File: src/design/bic_pkg.sv
// Shared types, constants and helper functions of the banked interrupt controller.
package bic_pkg;

   localparam int BANK_COUNT     = 4;
   localparam int LINES_PER_BANK = 32;
   localparam int BANK_W         = $clog2(BANK_COUNT);
   localparam int BIT_W          = $clog2(LINES_PER_BANK);
   localparam int LINE_W         = BANK_W + BIT_W;
   localparam int BANK_CNT_W     = $clog2(BANK_COUNT + 1);
   localparam int CFG_W          = 3;
   localparam int CSR_IDX_W      = 1;

   typedef logic [LINES_PER_BANK-1:0] bank_word_type;

   typedef enum logic [1:0] {
      OP_TICK  = 2'd0,
      OP_WRITE = 2'd1,
      OP_READ  = 2'd2
   } op_type;

   typedef enum logic [1:0] {
      REG_FLAG   = 2'd0,
      REG_ENABLE = 2'd1,
      REG_ACK    = 2'd2,
      REG_LEVEL  = 2'd3
   } reg_sel_type;

   typedef enum logic [CSR_IDX_W-1:0] {
      CSR_BANKS_IN_USE = 1'd0,
      CSR_MAIN_BANKS   = 1'd1
   } csr_index_type;

   typedef enum logic [1:0] {
      ST_IDLE,
      ST_EXEC,
      ST_FIND
   } state_type;

   // Controller to datapath commands
   typedef struct packed {
      logic load;   // capture request beat
      logic exec;   // apply request to bank state
      logic find;   // priority-encode pending lines
   } dp_cmd_type;

   // Banks present, held to 1..BANK_COUNT
   function automatic logic [BANK_CNT_W-1:0] eff_banks(input logic [CFG_W-1:0] v);
      logic [BANK_CNT_W-1:0] n;
      if (v == '0) begin
         n = BANK_CNT_W'(1);
      end else if (int'(v) > BANK_COUNT) begin
         n = BANK_CNT_W'(BANK_COUNT);
      end else begin
         n = BANK_CNT_W'(v);
      end
      return n;
   endfunction

   // Main banks, held to 1..n
   function automatic logic [BANK_CNT_W-1:0] eff_main(input logic [CFG_W-1:0] v,
                                                     input logic [BANK_CNT_W-1:0] n);
      logic [BANK_CNT_W-1:0] m;
      if (v == '0) begin
         m = BANK_CNT_W'(1);
      end else if (int'(v) > int'(n)) begin
         m = n;
      end else begin
         m = BANK_CNT_W'(v);
      end
      return m;
   endfunction

   // Index of highest set bit, 0 when none
   function automatic logic [BIT_W-1:0] hi_bit(input bank_word_type bits);
      logic [BIT_W-1:0] idx;
      idx = '0;
      for (int k = 0; k < LINES_PER_BANK; k++) begin
         if (bits[k]) begin
            idx = BIT_W'(k);
         end
      end
      return idx;
   endfunction

endpackage

File: src/design/bic_ctrl.sv
// Sequencer of the banked interrupt controller: accept, execute, encode, report.
module bic_ctrl import bic_pkg::*; (
   input  logic       clock,
   input  logic       reset,
   input  logic       start,
   output logic       busy,
   output dp_cmd_type cmd,
   output logic       rsp_valid
);

   state_type state_ff, state_in;
   logic      rsp_valid_ff, rsp_valid_in;

   always_ff @(posedge clock) begin
      if (reset) begin
         state_ff     <= ST_IDLE;
         rsp_valid_ff <= 1'b0;
      end else begin
         state_ff     <= state_in;
         rsp_valid_ff <= rsp_valid_in;
      end
   end

   always_comb begin
      state_in     = state_ff;
      rsp_valid_in = 1'b0;
      cmd          = '0;
      busy         = 1'b1;
      unique case (state_ff)
         ST_IDLE: begin
            busy = 1'b0;
            if (start) begin
               cmd.load = 1'b1;
               state_in = ST_EXEC;
            end
         end
         ST_EXEC: begin
            cmd.exec = 1'b1;
            state_in = ST_FIND;
         end
         ST_FIND: begin
            cmd.find     = 1'b1;
            rsp_valid_in = 1'b1;
            state_in     = ST_IDLE;
         end
         default: begin
            state_in = ST_IDLE;
         end
      endcase
   end

   assign rsp_valid = rsp_valid_ff;

endmodule

File: src/design/bic_dp.sv
// Datapath of the banked interrupt controller: bank registers, config and line encoders.
module bic_dp import bic_pkg::*; (
   input  logic                  clock,
   input  logic                  reset,
   input  dp_cmd_type            cmd,
   input  logic [1:0]            req_op,
   input  logic [BANK_W-1:0]     req_bank,
   input  logic [1:0]            req_reg_sel,
   input  bank_word_type         req_write_data,
   input  bank_word_type         req_line_levels,
   input  logic                  csr_write_enable,
   input  logic [CSR_IDX_W-1:0]  csr_index,
   input  logic [CFG_W-1:0]      csr_write_data,
   output bank_word_type         rsp_read_data,
   output logic                  rsp_main_pending,
   output logic [LINE_W-1:0]     rsp_main_line,
   output logic                  rsp_cascade_pending,
   output logic [LINE_W-1:0]     rsp_cascade_line
);

   // request beat
   op_type            op_ff;
   logic [BANK_W-1:0] bank_ff;
   reg_sel_type       sel_ff;
   bank_word_type     wdata_ff;
   bank_word_type     levels_ff;

   bank_word_type flag_ff   [BANK_COUNT];
   bank_word_type enable_ff [BANK_COUNT];
   bank_word_type level_ff  [BANK_COUNT];
   bank_word_type lost_ff   [BANK_COUNT];

   logic [CFG_W-1:0] banks_in_use_ff;
   logic [CFG_W-1:0] main_banks_ff;

   bank_word_type     rd_ff, rd_in;
   logic              main_pending_ff, main_pending_in;
   logic [LINE_W-1:0] main_line_ff, main_line_in;
   logic              casc_pending_ff, casc_pending_in;
   logic [LINE_W-1:0] casc_line_ff, casc_line_in;

   logic [BANK_CNT_W-1:0] n_banks;
   logic [BANK_CNT_W-1:0] m_banks;
   logic                  in_range;
   bank_word_type         cur_flag, cur_enable, cur_level, cur_lost;
   bank_word_type         flag_in, enable_in, level_in, lost_in;

   function automatic bank_word_type req_rise(input bank_word_type now,
                                              input bank_word_type was);
      return now & ~was;
   endfunction

   assign n_banks  = eff_banks(banks_in_use_ff);
   assign m_banks  = eff_main(main_banks_ff, n_banks);
   assign in_range = (BANK_CNT_W'(bank_ff) < n_banks);

   always_ff @(posedge clock) begin
      if (cmd.load) begin
         op_ff     <= op_type'(req_op);
         bank_ff   <= req_bank;
         sel_ff    <= reg_sel_type'(req_reg_sel);
         wdata_ff  <= req_write_data;
         levels_ff <= req_line_levels;
      end
   end

   always_ff @(posedge clock) begin
      if (reset) begin
         banks_in_use_ff <= CFG_W'(1);
         main_banks_ff   <= CFG_W'(1);
      end else if (csr_write_enable) begin
         unique case (csr_index_type'(csr_index))
            CSR_BANKS_IN_USE: banks_in_use_ff <= csr_write_data;
            CSR_MAIN_BANKS:   main_banks_ff   <= csr_write_data;
            default: ;
         endcase
      end
   end

   assign cur_flag   = flag_ff[bank_ff];
   assign cur_enable = enable_ff[bank_ff];
   assign cur_level  = level_ff[bank_ff];
   assign cur_lost   = lost_ff[bank_ff];

   always_comb begin
      flag_in   = cur_flag;
      enable_in = cur_enable;
      level_in  = cur_level;
      lost_in   = cur_lost;
      rd_in     = '0;
      if (in_range) begin
         unique case (op_ff)
            OP_TICK: begin
               flag_in  = cur_flag | (req_rise(levels_ff, cur_level) & cur_enable);
               level_in = levels_ff;
            end
            OP_WRITE: begin
               case (sel_ff)
                  REG_ENABLE: begin
                     // line switched on while already high and unflagged: edge missed
                     lost_in   = cur_lost | (wdata_ff & ~cur_enable & cur_level & ~cur_flag);
                     enable_in = wdata_ff;
                  end
                  REG_ACK: begin
                     flag_in = cur_flag & ~wdata_ff;
                     lost_in = cur_lost & ~wdata_ff;
                  end
                  default: ;
               endcase
            end
            OP_READ: begin
               case (sel_ff)
                  REG_FLAG:   rd_in = cur_flag;
                  REG_ENABLE: rd_in = cur_enable;
                  REG_LEVEL:  rd_in = cur_level;
                  default:    rd_in = '0;
               endcase
            end
            default: ;
         endcase
      end
   end

   always_ff @(posedge clock) begin
      if (reset) begin
         for (int b = 0; b < BANK_COUNT; b++) begin
            flag_ff[b]   <= '0;
            enable_ff[b] <= '0;
            level_ff[b]  <= '0;
            lost_ff[b]   <= '0;
         end
      end else if (cmd.exec && in_range) begin
         flag_ff[bank_ff]   <= flag_in;
         enable_ff[bank_ff] <= enable_in;
         level_ff[bank_ff]  <= level_in;
         lost_ff[bank_ff]   <= lost_in;
      end
   end

   always_ff @(posedge clock) begin
      if (cmd.exec) begin
         rd_ff <= rd_in;
      end
   end

   // highest bank wins, later iterations override
   always_comb begin
      bank_word_type pend;
      main_pending_in = 1'b0;
      main_line_in    = '0;
      casc_pending_in = 1'b0;
      casc_line_in    = '0;
      for (int b = 0; b < BANK_COUNT; b++) begin
         pend = flag_ff[b] | lost_ff[b];
         if (pend != '0) begin
            if (BANK_CNT_W'(b) < m_banks) begin
               main_pending_in = 1'b1;
               main_line_in    = {BANK_W'(b), hi_bit(pend)};
            end else if (BANK_CNT_W'(b) < n_banks) begin
               casc_pending_in = 1'b1;
               casc_line_in    = {BANK_W'(b), hi_bit(pend)};
            end
         end
      end
   end

   always_ff @(posedge clock) begin
      if (cmd.find) begin
         main_pending_ff <= main_pending_in;
         main_line_ff    <= main_line_in;
         casc_pending_ff <= casc_pending_in;
         casc_line_ff    <= casc_line_in;
      end
   end

   assign rsp_read_data       = rd_ff;
   assign rsp_main_pending    = main_pending_ff;
   assign rsp_main_line       = main_line_ff;
   assign rsp_cascade_pending = casc_pending_ff;
   assign rsp_cascade_line    = casc_line_ff;

endmodule

File: src/design/banked_interrupt_controller.sv
// An accepted beat is applied to its bank in the execute state, then encoded in the find
// state, which registers the results and the result strobe. A new beat is accepted only
// from idle; busy is high in execute and find. The response strobe cannot be stalled.
// Synchronous reset clears all bank registers and sets both config registers to 1.
// Config writes are taken on any cycle with csr_write_enable high.
module banked_interrupt_controller import bic_pkg::*; (
   input  logic                  clock,
   input  logic                  reset,
   input  logic                  start,
   output logic                  busy,
   input  logic [1:0]            req_op,
   input  logic [BANK_W-1:0]     req_bank,
   input  logic [1:0]            req_reg_sel,
   input  logic [31:0]           req_write_data,
   input  logic [31:0]           req_line_levels,
   input  logic                  csr_write_enable,
   input  logic [CSR_IDX_W-1:0]  csr_index,
   input  logic [CFG_W-1:0]      csr_write_data,
   output logic                  rsp_valid,
   output logic [31:0]           rsp_read_data,
   output logic                  rsp_main_pending,
   output logic [LINE_W-1:0]     rsp_main_line,
   output logic                  rsp_cascade_pending,
   output logic [LINE_W-1:0]     rsp_cascade_line
);

   dp_cmd_type cmd;

   bic_ctrl u_ctrl (
      .clock     (clock),
      .reset     (reset),
      .start     (start),
      .busy      (busy),
      .cmd       (cmd),
      .rsp_valid (rsp_valid)
   );

   bic_dp u_dp (
      .clock               (clock),
      .reset               (reset),
      .cmd                 (cmd),
      .req_op              (req_op),
      .req_bank            (req_bank),
      .req_reg_sel         (req_reg_sel),
      .req_write_data      (req_write_data),
      .req_line_levels     (req_line_levels),
      .csr_write_enable    (csr_write_enable),
      .csr_index           (csr_index),
      .csr_write_data      (csr_write_data),
      .rsp_read_data       (rsp_read_data),
      .rsp_main_pending    (rsp_main_pending),
      .rsp_main_line       (rsp_main_line),
      .rsp_cascade_pending (rsp_cascade_pending),
      .rsp_cascade_line    (rsp_cascade_line)
   );

endmodule
File: config.mk
export PLATFORM = sky130hd
export DESIGN_NAME = banked_interrupt_controller
export DESIGN_NICKNAME = d
export VERILOG_FILES = /design/src/design/bic_pkg.sv /design/src/design/bic_ctrl.sv /design/src/design/bic_dp.sv /design/src/design/banked_interrupt_controller.sv
export SDC_FILE = /design/constraint.sdc
export NUM_CORES = 1
export LEC_CHECK = 0
export BUFFER_PORTS_ARGS = -buffer_cell sky130_fd_sc_hd__buf_2
export CORE_ASPECT_RATIO = 2
export CORE_MARGIN = 2
export CORE_UTILIZATION = 33
export CTS_BUF_LIST = sky130_fd_sc_hd__clkbuf_4
export CTS_CLUSTER_DIAMETER = 200
export CTS_CLUSTER_SIZE = 25
export DETAILED_ROUTE_END_ITERATION = 16
export GPL_ROUTABILITY_DRIVEN = 0
export PLACE_DENSITY = 0.55
export SLEW_MARGIN = 20
export SYNTH_ARGS = -nofsm -noshare
export SYNTH_HDL_FRONTEND = slang
export SYNTH_HIERARCHICAL = 1
export SYNTH_SLANG_ARGS = --single-unit
File: constraint.sdc
create_clock -name clock -period 7.6 [get_ports clock]
set_input_delay 0.76 -clock clock [delete_from_list [all_inputs] [get_ports clock]]
set_output_delay 0.76 -clock clock [all_outputs]
set_load 0.02 [all_outputs]
==> metrics.md <==
| Metric | Value |
|---|---|
| Antenna violations before repair | 3 |
| Synthesized net count | 2402 |
| Max-Cap Viols | 0 |
| Worst slew pin tran | 1160 ps |
| Worst R2R Start | u_dp/banks_in_use_ff[2]$_SDFFE_PP0P_ |
| Share of cells above drive strength 1 | 20.5% |
| Final ANT Viol Nets | 0 |
| Synth top area share | 60.8% |
| Drt wl/cell | 27.3 um |
| Most frequent cells after synthesis | edfxtp_1, nor2_1, nand2_1 |
| Area Overhead vs Synth | 10.4% |
| Critical Path Start | u_dp/banks_in_use_ff[2]$_SDFFE_PP0P_ |
| I/O pin cnt | 128 |
| Initial drt markers | 2260 |
| Final WL | 101 mm |
| Post-Synthesis Cells | 2316 |
| Hold Startpoint | csr_write_enable |
| Number of global-route vias before repair | 21800 |
| Clk pwr share | 20.7% |
| Post-synth EDFFs | 630 |
| Die Span Y | 438 um |
| Fmax | 203 MHz |
| Internal Power | 4740 uW |
| Num CTS Buffers | 29 |
| CP max FO | 69 |
| H-Tree Depth | 1 |
| Clk Latency, worst-skew pair | 1010 ps |
| Overall Global Routing Usage | 20.4% |
| Core footprint | 93700 um2 |
| Status | finished clean |
| Final clock skew | 56.7 ps |
| First-pass GRT wire length | 148 mm |
| Max Root-Sink Buffers | 3 |
| Final worst path period share | 64.7% |
| Comb pwr share | 15.7% |
| Synth area leader | edfxtp_1 |
| # DRC | 0 |
| Syn Area/Cell | 13.4 um2 |
| Pin count of the biggest net entering global routing | 129 |
| Worst stage delay on the critical path | 860 ps |
| Crit path cell chain | inv_1, nand2_1, ha_1, inv_1, a21oi_2, or3b_2, or3_4, nand2b_4, buf_12 |
| Clock Tree Root | clkbuf_4 |
| Net Sw Frac | 27.9% |
| Clk slew on worst S/H paths | 300 ps |
| Starting density of the core | 33.2% |
| Total Power Consumption | 6570 uW |
| Fin. max-slew vios | 0 |
| Min-delay worst type | in -> reg |
| GRT Residual Overflow | 0 |
| Critical-path top delay cell | or3_4 |
| Top cells by area, synth | edfxtp_1, mux4_2, nor2_1 |
| Setup Viol. Count Final | 0 |
| Clk sinks | 641 |
| Nets | 2546 |
| Vias per cell | 5.75 |
| Vias | 21200 |
| Crit path time final | 4920 ps |
| Most used cell, CP | inv_1 |
| Share of flip-flops with an asynchronous set or reset | 0% |
| CP startpoint kind | register |
| Chip width | 221 um |
| Peak supply drop | 145 uV |
| CP top delay family | simple AND/OR/NAND/NOR gates |
| Post-DP HPWL | 67.1 mm |
| # rows | 159 |
| CTS tree | yes |
| Net switching power | 1830 uW |
| Sequential Power Share | 63.6% |
| YS warnings | 6 |
| Mapped Area | 31100 um2 |
| Count leader, synth | edfxtp_1 |
| Top FF cell, synth | edfxtp_1 |
| CP Capture Type | register |
| Lkg Pwr | 0.0118 uW |
| P per Cell Area | 191 nW/um2 |
| WP buf/inv | 3 |
| Count of cell types in the netlist | 87 |
| Setup_tns | 0 ps |
| Synthesized flop and latch total | 641 |
| Crit path DAT | 5580 ps |
| Final Hold Fails | 0 |
| RSZ-0062 raised after global routing | false |
| Die area | 96900 um2 |
| Setup CP Type | reg -> reg |
| Max-slew headroom | 22.2% |
| Buffers on Ports | 127 |
| WP data required | 8270 ps |
| Register area share after synthesis | 61.5% |
| Detailed-router iteration count before antenna repair | 6 |
-- sequential cells by signal, indices dropped and copies added, names as in the netlist, named ones only --
| register | cells |
|---|---|
| u_dp/wdata_ff | 32 |
| u_dp/levels_ff | 32 |
| u_dp/banks_in_use_ff | 3 |
| u_dp/sel_ff | 2 |
| u_dp/rsp_main_pending | 1 |
| u_dp/lost_ff | 128 |
| u_dp/level_ff | 128 |
| u_dp/rsp_cascade_pending | 1 |
| u_dp/enable_ff | 128 |
| u_ctrl/rsp_valid | 1 |
| u_dp/op_ff | 2 |
| u_dp/bank_ff | 2 |
| u_ctrl/state_ff | 2 |
| u_dp/rsp_main_line | 7 |
| u_dp/flag_ff | 128 |
| u_dp/rsp_cascade_line | 7 |
| u_dp/rsp_read_data | 32 |
| u_dp/main_banks_ff | 3 |
-- per-layer routing --
| metal | GRT usage (%) | routed length [um] |
|---|---|---|
| met1 | 24.8 | 38200 |
| met2 | 35.2 | 49900 |
| met3 | 2.28 | 6290 |
| met4 | 11.5 | 6460 |
| met5 | 0 | 17 |
-- cells by family after synthesis --
kind of cell | after synthesis | share of synthesized area [%]
AOI/OAI and AO/OA | 268 | 6.89
adders and majority gates | 8 | 0.322
buffers and inverters | 220 | 2.99
DFF | 641 | 61.5
muxes | 199 | 11.8
and+or+nand+nor | 980 | 16.5
-- cells in the final DEF (no fill, tap or decap), drive strengths merged, types with 8 or more instances in the layout --
cell	netlist	layout
nor4	110	110
nand2	132	132
dfxtp	11	11
or4	32	32
and4	8	8
o22ai	38	38
inv	93	95
o21ai	45	45
a222oi	32	32
nor2b	34	34
edfxtp	630	630
nor2	552	552
o31ai	22	22
dlygate4sd3	0	77
buf	48	163
mux2i	11	11
mux2	60	60
nand4	13	13
clkbuf	79	52
ha	8	8
or2	8	8
nand3	12	12
and4b	26	26
a211oi	9	9
a21oi	25	25
mux4	128	128
a31oi	18	18
a21boi	18	18
nor3	24	24
-- worst register-to-register path, delay by kind of cell, from the launching register on --
family	cells	cell delay, ps
buffers and inverters	3	750
adders and majority gates	1	160
and+or+nand+nor	4	2410
DFF	1	620
AOI/OAI and AO/OA	1	520
-- final timing paths --
path	endpoint	slack, ps	depth (start not counted)
worst max register to register	u_dp/flag_ff[0][27]$_SDFFCE_PN0P_	2680	9
worst max-delay path	u_dp/flag_ff[0][27]$_SDFFCE_PN0P_	2680	9
worst min-delay path	u_dp/main_banks_ff[2]$_SDFFE_PP0P_	130	4
worst min register to register	u_ctrl/rsp_valid$_SDFF_PP0_	570	1
-- power by group through the flow --
stage	clock network (uW)	logic, uW	registers [uW]
detailed placement	0	993	4260
floorplan	0	670	4220
global placement	0	984	4250
global route	1520	1090	4190
finish	1360	1030	4180
CTS	1420	1030	4180
-- final cells by class --
type	count	area, um2
Clock inverter	2	15.0
Tap cell	1207	1510
Clock buffer	52	390
Antenna cell	2	5.00
Sequential cell	641	19100
Inverter	93	349
Multi-Input combinational cell	1455	11200
Fill cell	8982	59300
Timing Repair Buffer	240	1770
-- through the flow --
| step | utilization [%] | worst slack, ps | instance area (um2) | std cells | hold WS (ps) |
|---|---|---|---|---|---|
| 2_1_floorplan | - | 771 | 31100 | 2316 | 488 |
| 3_3_place_gp | 35.3 | 2830 | 33100 | 3557 | 524 |
| 3_5_place_dp | 35.4 | 2790 | 33200 | 3559 | 552 |
| 4_1_cts | 36.7 | 2710 | 34300 | 3690 | 14.7 |
| 5_1_grt | 36.7 | 2550 | 34400 | 3692 | 93.3 |
| 6_report | 36.7 | 2680 | 34400 | 3692 | 126 |
-- timing repair --
action | CTS | global route
endpoints found under the setup margin | 0 | 0
hold endpoints to repair | 78 | 0
resized for setup | 0 | 0
setup buffers | 0 | 0
hold buffers | 77 | 0
(Power assumes the default switching activity.)
